**src/rtl/assert_macros.svh**
```systemverilog
`ifndef ASSERT_MACROS_SVH
`define ASSERT_MACROS_SVH

`ifndef ASSERT_OFF

// Checked on every clock edge outside reset.
`define BCER_ASSERT(name, prop, msg) \
  name: assert property (@(posedge clk_i) disable iff (!rst_ni) (prop)) else $error(msg);

// Checked on every clock edge, during reset as well.
`define BCER_ASSERT_ALWAYS(name, prop, msg) \
  name: assert property (@(posedge clk_i) (prop)) else $error(msg);

`else

`define BCER_ASSERT(name, prop, msg)
`define BCER_ASSERT_ALWAYS(name, prop, msg)

`endif

`endif

```
**src/rtl/bcer_pkg.sv**
```systemverilog
package bcer_pkg;

  localparam int CNT_W = 16;
  localparam int CMP_W = CNT_W + 18;
  localparam logic [CMP_W-1:0] CNT_MAX = CMP_W'((64'd1 << CNT_W) - 64'd1);

  localparam int MAX_RES = 4;
  localparam int RES_W = $clog2(MAX_RES + 1);
  localparam int IDX_W = $clog2(MAX_RES);
  localparam int NUM_EV = 3;

  localparam int QUEUE_DEPTH = 4;
  localparam int QPTR_W = $clog2(QUEUE_DEPTH);
  localparam int QCNT_W = QPTR_W + 1;

  localparam logic [15:0] CAP_RESET = 16'hFFFF;

  localparam logic ACT_BYTE = 1'b0;
  localparam logic ACT_END = 1'b1;

  localparam logic [7:0] BSLASH = 8'h5C;
  localparam logic [7:0] COMMA = 8'h2C;
  localparam logic [7:0] ESC0 = 8'hE2;
  localparam logic [7:0] ESC1 = 8'h80;
  localparam logic [7:0] ESC2 = 8'h9A;

  typedef enum logic [1:0] {
    EV_NONE,
    EV_SINGLE,
    EV_ESCAPE
  } bcer_ev_e;

  typedef struct packed {
    logic [MAX_RES-1:0][7:0] data_bytes;
    logic [RES_W-1:0]        nres;
    logic                    is_end;
    logic [15:0]             line_length;
  } bcer_entry_t;

endpackage

```
**src/rtl/bcer_if.sv**
```systemverilog
interface bcer_in_if;
  logic       valid;
  logic       ready;
  logic       action;
  logic [7:0] byte_in;

  modport source(output valid, action, byte_in, input ready);
  modport sink(input valid, action, byte_in, output ready);
endinterface

interface bcer_out_if;
  logic        valid;
  logic        ready;
  logic [7:0]  byte_out;
  logic        is_end_record;
  logic [15:0] line_length;
  logic        last;

  modport source(output valid, byte_out, is_end_record, line_length, last, input ready);
  modport sink(input valid, byte_out, is_end_record, line_length, last, output ready);
endinterface

interface bcer_cfg_if;
  logic        valid;
  logic        ready;
  logic [15:0] data;

  modport source(output valid, data, input ready);
  modport sink(input valid, data, output ready);
endinterface

```
**src/rtl/bcer_front.sv**
```systemverilog
`include "assert_macros.svh"

module bcer_front (
  input  logic                 clk_i,
  input  logic                 rst_ni,
  bcer_cfg_if.sink             cfg_i,
  bcer_in_if.sink              in_i,
  output logic                 push_valid_o,
  input  logic                 push_ready_i,
  output bcer_pkg::bcer_entry_t push_entry_o
);
  import bcer_pkg::*;

  logic [15:0]            cap_q;
  logic                   h1_q, h1_d;
  logic                   h2_q, h2_d;
  logic [CNT_W-1:0]       cnt_q, cnt_d;
  logic                   in_fire;
  logic                   end_rec;
  bcer_ev_e               ev_kind [NUM_EV];
  logic [NUM_EV-1:0][7:0] ev_byte;
  logic [CMP_W-1:0]       cap_x;
  logic [CMP_W-1:0]       cap_eff;
  logic [CMP_W-1:0]       cnt;
  logic [RES_W-1:0]       n;
  logic [MAX_RES-1:0][7:0] slots;

  assign cfg_i.ready = 1'b1;
  assign in_i.ready  = push_ready_i;
  assign in_fire     = in_i.valid && push_ready_i;

  assign cap_x   = CMP_W'(cap_q);
  assign cap_eff = (cap_x < CNT_MAX) ? cap_x : CNT_MAX;

  always_comb begin
    h1_d    = h1_q;
    h2_d    = h2_q;
    end_rec = 1'b0;
    ev_byte = '0;
    for (int i = 0; i < NUM_EV; i++) begin
      ev_kind[i] = EV_NONE;
    end
    if (in_i.action == ACT_END) begin
      h1_d    = 1'b0;
      h2_d    = 1'b0;
      end_rec = 1'b1;
      if (h1_q) begin
        if (h2_q) begin
          ev_kind[0] = EV_SINGLE;
          ev_byte[0] = BSLASH;
        end
        ev_kind[1] = EV_SINGLE;
        ev_byte[1] = BSLASH;
      end else if (h2_q) begin
        ev_kind[1] = EV_SINGLE;
        ev_byte[1] = BSLASH;
      end
    end else if (h1_q) begin
      h1_d = 1'b0;
      if (h2_q) begin
        ev_kind[0] = EV_SINGLE;
        ev_byte[0] = BSLASH;
      end
      if (in_i.byte_in == BSLASH) begin
        h2_d = 1'b1;
      end else if (in_i.byte_in == COMMA) begin
        h2_d       = 1'b0;
        ev_kind[1] = EV_ESCAPE;
      end else begin
        h2_d       = 1'b0;
        ev_kind[1] = EV_SINGLE;
        ev_byte[1] = BSLASH;
        ev_kind[2] = EV_SINGLE;
        ev_byte[2] = in_i.byte_in;
      end
    end else if (in_i.byte_in == BSLASH) begin
      h1_d = 1'b1;
    end else if (h2_q) begin
      h2_d = 1'b0;
      if (in_i.byte_in == COMMA) begin
        ev_kind[1] = EV_ESCAPE;
      end else begin
        ev_kind[1] = EV_SINGLE;
        ev_byte[1] = BSLASH;
        ev_kind[2] = EV_SINGLE;
        ev_byte[2] = in_i.byte_in;
      end
    end else begin
      ev_kind[2] = EV_SINGLE;
      ev_byte[2] = in_i.byte_in;
    end
  end

  // Apply the capacity limit to the events in order and pack the bytes.
  always_comb begin
    cnt   = CMP_W'(cnt_q);
    n     = '0;
    slots = '0;
    for (int i = 0; i < NUM_EV; i++) begin
      case (ev_kind[i])
        EV_SINGLE: begin
          if (cnt < cap_eff) begin
            slots[n[IDX_W-1:0]] = ev_byte[i];
            n   = n + RES_W'(1);
            cnt = cnt + CMP_W'(1);
          end
        end
        EV_ESCAPE: begin
          if (cnt + CMP_W'(3) <= cap_eff) begin
            slots[n[IDX_W-1:0]]                = ESC0;
            slots[n[IDX_W-1:0] + IDX_W'(1)]    = ESC1;
            slots[n[IDX_W-1:0] + IDX_W'(2)]    = ESC2;
            n   = n + RES_W'(3);
            cnt = cnt + CMP_W'(3);
          end
        end
        default: begin
        end
      endcase
    end
    if (end_rec) begin
      slots[n[IDX_W-1:0]] = 8'h00;
      n     = n + RES_W'(1);
      cnt_d = '0;
    end else begin
      cnt_d = cnt[CNT_W-1:0];
    end
  end

  assign push_valid_o             = in_fire && (n != '0);
  assign push_entry_o.data_bytes  = slots;
  assign push_entry_o.nres        = n;
  assign push_entry_o.is_end      = end_rec;
  assign push_entry_o.line_length = cnt[15:0];

  always_ff @(posedge clk_i or negedge rst_ni) begin
    if (!rst_ni) begin
      cap_q <= CAP_RESET;
      h1_q  <= 1'b0;
      h2_q  <= 1'b0;
      cnt_q <= '0;
    end else begin
      if (cfg_i.valid) begin
        cap_q <= cfg_i.data;
      end
      if (in_fire) begin
        h1_q  <= h1_d;
        h2_q  <= h2_d;
        cnt_q <= cnt_d;
      end
    end
  end

  `BCER_ASSERT(a_end_clears_line, in_fire && in_i.action == ACT_END |=> !h1_q && !h2_q && cnt_q == '0, "line state not cleared after end of line")
  `BCER_ASSERT(a_end_pushes, in_fire && in_i.action == ACT_END |-> push_valid_o && push_entry_o.is_end, "end of line produced no record")

endmodule

```
**src/rtl/bcer_fifo.sv**
```systemverilog
`include "assert_macros.svh"

module bcer_fifo (
  input  logic                  clk_i,
  input  logic                  rst_ni,
  input  logic                  push_valid_i,
  output logic                  push_ready_o,
  input  bcer_pkg::bcer_entry_t push_entry_i,
  output logic                  pop_valid_o,
  input  logic                  pop_ready_i,
  output bcer_pkg::bcer_entry_t pop_entry_o
);
  import bcer_pkg::*;

  bcer_entry_t       mem_q [QUEUE_DEPTH];
  logic [QPTR_W-1:0] wr_ptr_q, rd_ptr_q;
  logic [QCNT_W-1:0] cnt_q;
  logic              push, pop;

  assign push_ready_o = cnt_q != QCNT_W'(QUEUE_DEPTH);
  assign pop_valid_o  = cnt_q != '0;
  assign pop_entry_o  = mem_q[rd_ptr_q];
  assign push         = push_valid_i && push_ready_o;
  assign pop          = pop_valid_o && pop_ready_i;

  always_ff @(posedge clk_i) begin
    if (push) begin
      mem_q[wr_ptr_q] <= push_entry_i;
    end
  end

  always_ff @(posedge clk_i or negedge rst_ni) begin
    if (!rst_ni) begin
      wr_ptr_q <= '0;
      rd_ptr_q <= '0;
      cnt_q    <= '0;
    end else begin
      if (push) begin
        wr_ptr_q <= (wr_ptr_q == QPTR_W'(QUEUE_DEPTH - 1)) ? '0 : wr_ptr_q + QPTR_W'(1);
      end
      if (pop) begin
        rd_ptr_q <= (rd_ptr_q == QPTR_W'(QUEUE_DEPTH - 1)) ? '0 : rd_ptr_q + QPTR_W'(1);
      end
      case ({push, pop})
        2'b10:   cnt_q <= cnt_q + QCNT_W'(1);
        2'b01:   cnt_q <= cnt_q - QCNT_W'(1);
        default: cnt_q <= cnt_q;
      endcase
    end
  end

  `BCER_ASSERT(a_count_bound, cnt_q <= QCNT_W'(QUEUE_DEPTH), "queue count out of range")

endmodule

```
**src/rtl/bcer_back.sv**
```systemverilog
`include "assert_macros.svh"

module bcer_back (
  input  logic                  clk_i,
  input  logic                  rst_ni,
  input  logic                  pop_valid_i,
  output logic                  pop_ready_o,
  input  bcer_pkg::bcer_entry_t pop_entry_i,
  bcer_out_if.source            out_o
);
  import bcer_pkg::*;

  logic             out_valid_q;
  logic [IDX_W-1:0] idx_q;
  logic             load;
  logic             is_last;
  logic [7:0]       byte_q;
  logic             end_q;
  logic [15:0]      len_q;
  logic             last_q;

  assign load        = pop_valid_i && (!out_valid_q || out_o.ready);
  assign is_last     = (RES_W'(idx_q) + RES_W'(1)) == pop_entry_i.nres;
  assign pop_ready_o = load && is_last;

  always_ff @(posedge clk_i or negedge rst_ni) begin
    if (!rst_ni) begin
      out_valid_q <= 1'b0;
      idx_q       <= '0;
    end else begin
      if (load) begin
        out_valid_q <= 1'b1;
        idx_q       <= is_last ? '0 : idx_q + IDX_W'(1);
      end else if (out_o.ready) begin
        out_valid_q <= 1'b0;
      end
    end
  end

  always_ff @(posedge clk_i) begin
    if (load) begin
      end_q  <= is_last && pop_entry_i.is_end;
      last_q <= is_last;
      if (is_last && pop_entry_i.is_end) begin
        byte_q <= 8'h00;
        len_q  <= pop_entry_i.line_length;
      end else begin
        byte_q <= pop_entry_i.data_bytes[idx_q];
        len_q  <= 16'h0000;
      end
    end
  end

  assign out_o.valid         = out_valid_q;
  assign out_o.byte_out      = byte_q;
  assign out_o.is_end_record = end_q;
  assign out_o.line_length   = len_q;
  assign out_o.last          = last_q;

  `BCER_ASSERT(a_idx_in_range, pop_valid_i |-> RES_W'(idx_q) < pop_entry_i.nres && pop_entry_i.nres != '0, "slot index beyond entry")
  `BCER_ASSERT(a_end_record_last, out_valid_q && end_q |-> last_q && byte_q == 8'h00, "end record is not the last transfer")

endmodule

```
**src/rtl/backslash_comma_escape_rewriter.sv**
```systemverilog
// Backslash and comma escape rewriter.
//
// Channels: in_i carries one line byte (action 0) or an end of line (action 1).
// out_o carries rewritten bytes and, per line, one end record with the length.
// cfg_i writes the output capacity; write it only while the block is idle.
// A transfer happens on a rising edge with valid and ready both high.
//
// An input byte is classified and limited against the capacity in the cycle
// it is taken, and its zero to four results go into a four-entry queue. The
// back end sends one result per cycle while the receiver is ready, from the
// queue head through an output register. Input accepts one item per cycle
// while the queue has room; the sustained rate is one output transfer per
// cycle while the receiver is ready, and an item that expands to several
// bytes leaves the queue once its last result is loaded for output.
//
// Reset clears the held backslashes, the line byte count and the queue, and
// sets the capacity to 65535. When the receiver stalls, the output holds and
// the queue fills, after which in_i.ready drops until space frees up.
module backslash_comma_escape_rewriter (
  input  logic       clk_i,
  input  logic       rst_ni,
  bcer_cfg_if.sink   cfg_i,
  bcer_in_if.sink    in_i,
  bcer_out_if.source out_o
);
  import bcer_pkg::*;

  logic        push_valid, push_ready;
  bcer_entry_t push_entry;
  logic        pop_valid, pop_ready;
  bcer_entry_t pop_entry;

  bcer_front u_front (
    .clk_i       (clk_i),
    .rst_ni      (rst_ni),
    .cfg_i       (cfg_i),
    .in_i        (in_i),
    .push_valid_o(push_valid),
    .push_ready_i(push_ready),
    .push_entry_o(push_entry)
  );

  bcer_fifo u_fifo (
    .clk_i       (clk_i),
    .rst_ni      (rst_ni),
    .push_valid_i(push_valid),
    .push_ready_o(push_ready),
    .push_entry_i(push_entry),
    .pop_valid_o (pop_valid),
    .pop_ready_i (pop_ready),
    .pop_entry_o (pop_entry)
  );

  bcer_back u_back (
    .clk_i      (clk_i),
    .rst_ni     (rst_ni),
    .pop_valid_i(pop_valid),
    .pop_ready_o(pop_ready),
    .pop_entry_i(pop_entry),
    .out_o      (out_o)
  );

endmodule
```
**src/flat_wrapper.sv**
```systemverilog
// flat-port wrapper written by rule: the top's interface ports become plain ports
module backslash_comma_escape_rewriter_flat import bcer_pkg::*;
  (clk_i, rst_ni, cfg_i_valid, cfg_i_data, cfg_i_ready, in_i_valid, in_i_action, in_i_byte_in, in_i_ready, out_o_valid, out_o_byte_out, out_o_is_end_record, out_o_line_length, out_o_last, out_o_ready);
  bcer_cfg_if cfg_i_i ();
  bcer_in_if in_i_i ();
  bcer_out_if out_o_i ();
  input  logic clk_i;
  input  logic rst_ni;
  input wire logic [$bits(cfg_i_i.valid)-1:0] cfg_i_valid;
  input wire logic [$bits(cfg_i_i.data)-1:0] cfg_i_data;
  output wire logic [$bits(cfg_i_i.ready)-1:0] cfg_i_ready;
  input wire logic [$bits(in_i_i.valid)-1:0] in_i_valid;
  input wire logic [$bits(in_i_i.action)-1:0] in_i_action;
  input wire logic [$bits(in_i_i.byte_in)-1:0] in_i_byte_in;
  output wire logic [$bits(in_i_i.ready)-1:0] in_i_ready;
  output wire logic [$bits(out_o_i.valid)-1:0] out_o_valid;
  output wire logic [$bits(out_o_i.byte_out)-1:0] out_o_byte_out;
  output wire logic [$bits(out_o_i.is_end_record)-1:0] out_o_is_end_record;
  output wire logic [$bits(out_o_i.line_length)-1:0] out_o_line_length;
  output wire logic [$bits(out_o_i.last)-1:0] out_o_last;
  input wire logic [$bits(out_o_i.ready)-1:0] out_o_ready;
  assign cfg_i_i.valid = cfg_i_valid;
  assign cfg_i_i.data = cfg_i_data;
  assign cfg_i_ready = cfg_i_i.ready;
  assign in_i_i.valid = in_i_valid;
  assign in_i_i.action = in_i_action;
  assign in_i_i.byte_in = in_i_byte_in;
  assign in_i_ready = in_i_i.ready;
  assign out_o_valid = out_o_i.valid;
  assign out_o_byte_out = out_o_i.byte_out;
  assign out_o_is_end_record = out_o_i.is_end_record;
  assign out_o_line_length = out_o_i.line_length;
  assign out_o_last = out_o_i.last;
  assign out_o_i.ready = out_o_ready;
  backslash_comma_escape_rewriter u_core (.clk_i(clk_i), .rst_ni(rst_ni), .cfg_i(cfg_i_i), .in_i(in_i_i), .out_o(out_o_i));
endmodule
```
**config.mk**
```make
export PLATFORM = sky130hd
export DESIGN_NAME = backslash_comma_escape_rewriter_flat
export DESIGN_NICKNAME = d
export VERILOG_FILES = /design/src/rtl/bcer_pkg.sv /design/src/rtl/bcer_if.sv /design/src/rtl/bcer_front.sv /design/src/rtl/bcer_fifo.sv /design/src/rtl/bcer_back.sv /design/src/rtl/backslash_comma_escape_rewriter.sv /design/src/flat_wrapper.sv
export VERILOG_INCLUDE_DIRS = /design/src /design/src/rtl
export SDC_FILE = /design/constraint.sdc
export NUM_CORES = 1
export LEC_CHECK = 0
export BUFFER_PORTS_ARGS = -buffer_cell sky130_fd_sc_hd__buf_2
export CAP_MARGIN = 20
export CORE_ASPECT_RATIO = 1.1
export CORE_MARGIN = 5
export CORE_UTILIZATION = 59
export CTS_BUF_LIST = sky130_fd_sc_hd__clkbuf_4 sky130_fd_sc_hd__clkbuf_8 sky130_fd_sc_hd__clkbuf_16
export CTS_CLUSTER_DIAMETER = 200
export DETAILED_ROUTE_END_ITERATION = 16
export PLACE_DENSITY = 0.76
export SYNTH_ARGS = -nofsm -noshare
export SYNTH_HDL_FRONTEND = slang
export SYNTH_SLANG_ARGS = --single-unit
export TNS_END_PERCENT = 5
```
**constraint.sdc**
```tcl
create_clock -name clk_i -period 17.15 [get_ports clk_i]
set_clock_uncertainty 0.2 [all_clocks]
set_input_delay 0.8575 -clock clk_i [delete_from_list [all_inputs] [get_ports clk_i]]
set_output_delay 0.8575 -clock clk_i [all_outputs]
set_load 0.1 [all_outputs]
```
==> results of run 1 <==
-- critical path: cells and delay by family (launching register included) --
family / cells / cell delay (ns)
adders and majority gates: 6 / 1.96
buffers and inverters: 3 / 0.24
xor gates and xnor gates: 4 / 0.80
AOI/OAI and AO/OA: 22 / 5.88
and+or+nand+nor: 8 / 3.62
DFF: 1 / 0.51
-- path summary, 6_finish.rpt --
check / end / startpoint / cells past startpoint
worst min-delay path: u_core.u_fifo.cnt_q[2] / rst_ni / 2
max in group asynchronous: u_core.u_fifo.rd_ptr_q[0] / rst_ni / 2
worst min register to register: u_core.u_back.out_o.valid / u_core.u_back.out_o.valid / 2
worst max register to register: u_core.u_fifo.cnt_q[2] / u_core.u_front.cap_q[13] / 43
min in group clk_i: u_core.u_back.out_o.valid / u_core.u_back.out_o.valid / 2
worst max-delay path: u_core.u_fifo.cnt_q[2] / u_core.u_front.cap_q[13] / 43
-- kinds of logic (layout without fill, tap and decap cells) --
| kind of cell | count (synthesis) | in the layout | synth area share (%) |
|---|---|---|---|
| and+or+nand+nor | 354 | 354 | 12.0 |
| DFF | 278 | 278 | 52.8 |
| AOI/OAI and AO/OA | 274 | 274 | 13.1 |
| buffers and inverters | 128 | 192 | 3.26 |
| adders and majority gates | 85 | 85 | 6.93 |
| muxes | 76 | 76 | 9.76 |
| xor gates and xnor gates | 37 | 37 | 2.10 |
| other | 1 | 1 | 0.0243 |
-- state kept, by name (all words and copies together) (netlist names), 3 cells and up --
name,cells
u_core.u_back.out_o.byte_out,8
u_core.u_back.out_o.line_length,16
u_core.u_fifo.cnt_q,3
u_core.u_fifo.mem_q,208
u_core.u_front.cap_q,16
u_core.u_front.cnt_q,16
-- cells in the final DEF (no fill, tap or decap), types with 11 or more instances in the layout --
master / count
nand3_1: 36
nand2_1: 97
inv_1: 63
o22ai_1: 12
or3_1: 13
and3_1: 19
nand4_1: 20
and2_1: 39
a21oi_1: 34
xnor2_1: 30
a211oi_1: 14
a31oi_1: 15
dfstp_2: 16
edfxtp_1: 234
buf_2: 57
dfrtp_1: 27
nor2_1: 53
o21ai_0: 47
mux2i_1: 11
ha_1: 83
a21o_1: 18
buf_4: 14
nor4_1: 11
clkbuf_16: 29
mux4_2: 59
nor3_1: 19
-- where the power goes --
part | total, µW | internal [µW] | switching [µW]
clock network | 586 | 328 | 258
logic | 773 | 260 | 513
registers | 971 | 900 | 70.9
total | 2330 | 1490 | 841
-- per-layer routing --
layer / vias up / wire [µm] / track usage (%)
met4: 0 / 1340 / 8.56
met2: 554 / 18500 / 42.2
met3: 89 / 3360 / 4.31
li1: 4895 / - / -
met1: 5368 / 16400 / 38.9
met5: - / 0 / 0
-- area by class of cell --
class	count	area, µm²	share of cell area, %
clock buffers	36	785	4.63
clock inverters	18	123	0.723
inverters	67	251	1.48
multi-input cells	827	6810	40.2
flip-flops and latches	278	8150	48.1
well taps	352	440	2.60
repair buffers	71	390	2.30
-- through the flow --
step | hold slack (ns) | util, % | setup WS [ns]
3_3_place_gp | 0.277 | 61.7 | 4.22
3_5_place_dp | 0.292 | 61.7 | 4.08
2_1_floorplan | 0.264 | - | 5.39
4_1_cts | 0.208 | 65.2 | 4.10
6_report | 0.199 | 65.2 | 3.85
5_1_grt | 0.250 | 65.2 | 2.90
==> flow_metrics.tcl, run 1 <==
set metrics [dict create \
    synth_area_per_cell_um2 12.5 \
    dp_hpwl_um 28400 \
    htreeDepth 1 \
    yosysMostFrequentCell "edfxtp_1" \
    setup_viol 0 \
    relSlewSlack_pct 27.7 \
    ir_drop_v 0.000137 \
    ys_types 101 \
    core_um2 26000 \
    syn_inst 1233 \
    fillers 1967 \
    die_w_um 164 \
    cts_num_sinks 278 \
    fin_setup_tns_ns 0 \
    clk_latency_ns 0.56 \
    fin_cells 1649 \
    hold_viol_final 0 \
    track_usage_pct 26.9 \
    worstPathRequired_ns 17.44 \
    period_needed_ns 13.30 \
    yosysWarnings 0 \
    synth_edf_count 234 \
    place_inst 1595 \
    numPortBuffers 57 \
    ys_seq_area_share_pct 52.8 \
    critPathSlowestCell "nor2_1" \
    grt_pass1_vias 10900 \
    wl_per_cell_um 24.0 \
    worst_pin_slew_ns 1.06 \
    powerDensity_nw_per_um2 137 \
    holdBufCountCts 0 \
    diodes 0 \
    ant_nets 0 \
    wl_um 39600 \
    fmax_mhz 75.2 \
    maxCapViolations 0 \
    dieArea_um2 29500 \
    grt_pass1_wl_um 62100 \
    cts-resized-gates 0 \
    tritoncts "yes" \
    yosys-top-cells-area "edfxtp_1, mux4_2, ha_1, dfrtp_1, dfstp_2" \
    cp_max_fo 20 \
    fp.dieH_um 180 \
    syn_to_final_growth_pct 9.85 \
    first_iter_violations 1297 \
    antenna_found_initial 0 \
    stdcell_area_um2 17000 \
    cts_setup_buffers 0 \
    syn-num-nets 1347 \
    r2r_setup_slack_ns 3.85 \
    synth_top_cell_by_area "edfxtp_1" \
    status "completed" \
    nets 1388 \
    worstSetupPathType "flop to flop" \
    cp_common_cell "a21o_1" \
    min_path_type "input pin to asynchronous set/reset pin" \
    critPathCaptureType "flop" \
    critPathMaxStageDelay_ns 0.79 \
    arrival_ns 13.59 \
    synth_top_area_share_pct 45.5 \
    dpl_cell_area_um2 16000 \
    overflow 0 \
    cts_max_path_buffers 3 \
    power.leakage_uw 0.00641 \
    ys_ff_latch 278 \
    synth_ff_type "edfxtp_1" \
    synth_top_cells_by_count "edfxtp_1, nand2_1, ha_1, inv_1, mux4_2" \
    vias_per_cell 6.61 \
    synth-async-reset-ratio_pct 15.8 \
    crit_path_start_kind "flop" \
    std_cell_rows 62 \
    syn_area_um2 15400 \
    finalMaxSlewViolations 0 \
    clkSlewWorstSetupHoldPaths_ns 0.06 \
    ios 59 \
    clockRootBuffer "clkbuf_16" \
    drive_above_1_share_pct 17.8 \
    grt_max_degree 53 \
    p_total_uw 2330 \
    layout_worst_path_cycle_share_pct 77.5 \
    first_pass_iters 5 \
    initial_utilization_pct 59.4 \
    cts_buffers 29 \
    gp_congestion 1.03 \
    post-route-drc-count 0 \
    rsz0062_at_grt "false" \
    routed-via-count 10900 \
]
No activity file was read; power rests on OpenSTA's default activity.
==> inputs of run 2 (changes only) <==
clock period = 12.5 ns   (was 17.15 ns; I/O delays follow)
==> flow_metrics.tcl, run 2 (synthesized netlist as in run 1, its figures left out) <==
set metrics [dict create \
    critPathCaptureType "flop" \
    fin_util_pct 65.7 \
    routed-via-count 10900 \
    place_inst 1606 \
    dieArea_um2 29500 \
    rsz0062_at_grt "false" \
    critPathMaxStageDelay_ns 0.61 \
    core_um2 26000 \
    ios 59 \
    ant_nets 0 \
    maxCapViolations 0 \
    power.leakage_uw 0.00648 \
    worstSetupPathType "flop to flop" \
    vias_per_cell 6.59 \
    clkSlewWorstSetupHoldPaths_ns 0.07 \
    p_total_uw 3220 \
    die_w_um 164 \
    r2r_setup_slack_ns 0.81 \
    cts_buffers 27 \
    first_pass_iters 6 \
    antenna_found_initial 0 \
    overflow 0 \
    clockRootBuffer "clkbuf_16" \
    nets 1398 \
    track_usage_pct 27.5 \
    fp.dieH_um 180 \
    ir_drop_v 0.000143 \
    cp_common_cell "a21o_1" \
    grt_pass1_wl_um 63100 \
    syn_to_final_growth_pct 10.7 \
    worst_pin_slew_ns 1.20 \
    fmax_mhz 85.5 \
    cts_setup_buffers 0 \
    arrival_ns 11.96 \
    numPortBuffers 57 \
    regMostFlops "u_core.u_fifo.mem_q" \
    initial_utilization_pct 59.4 \
    relSlewSlack_pct 17.9 \
    min_path_type "input pin to flop" \
    diodes 0 \
    fin_setup_tns_ns 0 \
    largest_reg_flops 208 \
    layout_common_cells "edfxtp_1, nand2_1, ha_1" \
    dp_hpwl_um 29000 \
    cts_max_path_buffers 3 \
    crit_path_start_kind "flop" \
    critPathSlowestCell "nor4_4" \
    post-route-drc-count 0 \
    worstPathRequired_ns 12.77 \
    drive_above_1_share_pct 18.9 \
    std_cell_rows 62 \
    layout_worst_path_cycle_share_pct 93.6 \
    grt_max_degree 53 \
    setup_viol 0 \
    htreeDepth 1 \
    hold_viol_final 0 \
    gp_congestion 1.02 \
    period_needed_ns 11.69 \
    tritoncts "yes" \
    cp_max_fo 12 \
    grt_pass1_vias 10900 \
    clk_latency_ns 0.56 \
    status "completed" \
    fin_cells 1657 \
    finalMaxSlewViolations 0 \
    wl_um 40000 \
    layout_commonest_cell "edfxtp_1" \
    wl_per_cell_um 24.2 \
    cts_num_sinks 278 \
    powerDensity_nw_per_um2 189 \
    first_iter_violations 1414 \
]
-- run 2: cell count changes in the layout (fill, tap and decap cells not counted), moves of 2 or more --
cell,change
buf_12,+3
clkinv_1,-8
clkbuf_4,+3
clkbuf_8,+3
buf_4,+8
clkbuf_16,-2
-- run 2: path summary, 6_finish.rpt --
path	startpoint	endpoint	cells after the start
setup / recovery	u_core.u_front.cap_q[6]	u_core.u_fifo.cnt_q[2]	48
hold / removal	cfg_i_data[6]	u_core.u_front.cap_q[6]	3
setup reg to reg	u_core.u_front.cap_q[6]	u_core.u_fifo.cnt_q[2]	48
hold reg to reg	u_core.u_fifo.cnt_q[2]	u_core.u_fifo.cnt_q[2]	1
max in group asynchronous	rst_ni	u_core.u_fifo.rd_ptr_q[0]	3
min in group asynchronous	rst_ni	u_core.u_front.cnt_q[12]	3
-- run 2: what timing repair did --
action / in CTS / in global routing
endpoints found under the setup margin: 0 / 2
hold buffers: 1 / 0
hold endpoints to repair: 28 / 0
resized for setup: 0 / 1
-- run 2: final cells by class --
type,instances,area [µm²]
sequential,278,8150
fill,1917,8910
multi-input combinational,827,6810
inverter,67,251
timing repair buffer,83,520
clock inverter,10,105
clock buffer,40,798
tap,352,440
-- run 2: report_power, final --
group	switching, µW	internal [µW]	total [µW]
registers	72.1	1230	1310
clock network	348	469	817
logic	733	367	1100
total	1150	2070	3220
-- run 2: worst max-delay path: cells and delay by family (launching register included) --
family / cells / cell delay, ns
AOI/OAI and AO/OA: 23 / 4.83
xor gates and xnor gates: 3 / 0.48
adders and majority gates: 7 / 2.27
buffers and inverters: 7 / 1.15
DFF: 1 / 0.51
and+or+nand+nor: 8 / 2.15
-- run 2: routing by layer --
| layer | share of wire, % | wire [µm] | vias up | global-route usage, % |
|---|---|---|---|---|
| li1 | - | - | 4919 | - |
| met1 | 42 | 16800 | 5384 | 40.9 |
| met2 | 46 | 18400 | 526 | 42.2 |
| met3 | 8.6 | 3440 | 94 | 4.08 |
| met4 | 3.4 | 1370 | 0 | 8.76 |
| met5 | 0 | 0 | - | 0 |
-- run 2: through the flow --
| stage | instance area [µm²] | hold slack (ns) | setup slack [ns] |
|---|---|---|---|
| after floorplan | 15400 | 0.129 | 0.744 |
| after global placement | 16200 | 0.281 | 0.935 |
| after detailed placement | 16200 | 0.284 | 0.820 |
| after CTS | 17100 | 0.0625 | 0.738 |
| after global routing | 17100 | 0.0681 | 0.0419 |
| final | 17100 | 0.0775 | 0.806 |
==> inputs of run 3 (changes only) <==
BUFFER_PORTS_ARGS = default   (was -buffer_cell sky130_fd_sc_hd__buf_2)
DONT_BUFFER_PORTS = 1   (was default)
PLACE_DENSITY = 0.74   (was 0.76)
==> flow_metrics.tcl, run 3 (synthesized netlist as in run 1, its figures left out) <==
set metrics [dict create \
    status "complete, but fails checks" \
    violations "hold timing" \
    wl_per_cell_um 24.4 \
    worstSetupPathType "flop to flop" \
    period_needed_ns 11.64 \
    tritoncts "yes" \
    setup_viol 0 \
    nets 1356 \
    grt_max_degree 53 \
    cp_common_cell "a21o_1" \
    core_um2 26000 \
    grt_pass1_wl_um 61900 \
    ios 59 \
    maxCapViolations 0 \
    cts_num_sinks 278 \
    clockRootBuffer "clkbuf_16" \
    routed-via-count 10800 \
    critPathCaptureType "flop" \
    highest_layer "met4" \
    layout_commonest_cell "edfxtp_1" \
    diodes 0 \
    syn_to_final_growth_pct 9.99 \
    numPortBuffers 0 \
    clkSlewWorstSetupHoldPaths_ns 0.06 \
    fp.dieH_um 180 \
    initial_utilization_pct 59.4 \
    clk_latency_ns 0.56 \
    dp_hpwl_um 27900 \
    dieArea_um2 29500 \
    wl_um 39400 \
    critPathSlowestCell "nor3_1" \
    dpl_cell_area_um2 15900 \
    dr_wl_met3_um 3110 \
    grt_pass1_vias 10800 \
    track_usage_pct 26.9 \
    fmax_mhz 85.9 \
    dr_wl_met2_um 18200 \
    worstPathRequired_ns 12.78 \
    power.leakage_uw 0.00631 \
    die_w_um 164 \
    hold_viol_final 1 \
    powerDensity_nw_per_um2 187 \
    min_path_type "input pin to flop" \
    overflow 0 \
    layout_common_cells "edfxtp_1, nand2_1, ha_1" \
    cts_max_path_buffers 3 \
    htreeDepth 1 \
    arrival_ns 11.92 \
    first_iter_violations 1269 \
    first_pass_iters 6 \
    stdcell_area_um2 17000 \
    drive_above_1_share_pct 15.0 \
    post-route-drc-count 0 \
    crit_path_start_kind "flop" \
    finalMaxSlewViolations 0 \
    std_cell_rows 62 \
    worst_pin_slew_ns 1.08 \
    ant_nets 0 \
    rsz0062_at_grt "false" \
    ir_drop_v 0.000181 \
    fin_worst_hold_slack_ns -0.00551 \
    antenna_found_initial 0 \
    fin_setup_tns_ns 0 \
    critPathMaxStageDelay_ns 0.57 \
    largest_reg_flops 208 \
    layout_worst_path_cycle_share_pct 93.1 \
    relSlewSlack_pct 27.6 \
    met1_length_um 16500 \
    gp_congestion 1.06 \
    vias_per_cell 6.69 \
    cts_buffers 28 \
    cp_max_fo 13 \
    regMostFlops "u_core.u_fifo.mem_q" \
]
==> run 3: cell count changes in the layout (fill, tap and decap cells not counted) <==
cell / change
buf_2: -57
dlygate4sd3_1: +16
clkinv_2: +6
buf_4: -4
clkbuf_4: -4
clkbuf_8: -4
clkinvlp_4: +2
buf_12: +1
buf_16: +1
clkbuf_16: +1
clkinv_1: +1
clkinv_16: +1
inv_16: -1
==> run 3: routing by layer <==
layer	up-vias	track usage (%)
met1	5367	39.3
met3	99	3.69
met2	513	42.2
met4	0	8.86
met5	-	0
li1	4826	-
==> run 3: final cells by class <==
| class | instances | area, µm² |
|---|---|---|
| clock inverters | 19 | 164 |
| well taps | 352 | 440 |
| fillers | 1919 | 9010 |
| clock buffers | 33 | 738 |
| multi-input cells | 827 | 6810 |
| repair buffers | 40 | 413 |
| inverters | 67 | 251 |
| flip-flops and latches | 278 | 8150 |
==> run 3: metrics by stage <==
stage               setup WS (ns)  total power, µW  util [%]  std cells
finish                      0.857             3170      65.3       1616
floorplan                   0.744             2160         -       1233
CTS                         0.841             3200      65.3       1616
global placement            0.900             2360      61.1       1546
global route                0.177             3320      65.3       1616
detailed placement          0.891             2380      61.1       1546
==> run 3: timing repair <==
| action | 4_1_cts | 5_1_grt |
|---|---|---|
| endpoints found under the hold margin | 65 | 0 |
| setup buffers | 0 | 0 |
| setup endpoints to repair | 0 | 1 |
| gates resized for setup | 0 | 1 |
| hold buffers | 18 | 0 |
==> run 3: worst max-delay path, delay by kind of cell, from the launching register on <==
| kind | cells | cell delay (ns) |
|---|---|---|
| AOI/OAI and AO/OA | 23 | 4.96 |
| and+or+nand+nor | 8 | 2.57 |
| adders and majority gates | 6 | 1.87 |
| buffers and inverters | 5 | 0.81 |
| xor gates and xnor gates | 3 | 0.61 |
| DFF | 1 | 0.51 |
==> run 3: final timing paths <==
| kind | start | end | slack (ns) | cells after the start |
|---|---|---|---|---|
| max | u_core.u_front.cap_q[13] | u_core.u_fifo.cnt_q[2] | 0.86 | 45 |
| max reg2reg | u_core.u_front.cap_q[13] | u_core.u_fifo.cnt_q[2] | 0.86 | 45 |
| min reg2reg | u_core.u_fifo.cnt_q[2] | u_core.u_fifo.cnt_q[2] | 0.30 | 1 |
| min | cfg_i_data[4] | u_core.u_front.cap_q[4] | -0.006 | 2 |
| max in group asynchronous | rst_ni | u_core.u_front.cap_q[12] | 11.39 | 2 |
| min in group asynchronous | rst_ni | u_core.u_back.out_o.valid | 0.44 | 2 |
==> run 3: report_power, final <==
part	switching (µW)	internal [µW]	leakage [µW]	total (µW)
combinational	419	343	0.00313	762
sequential	369	1240	0.00274	1610
clock	354	449	0.000447	803
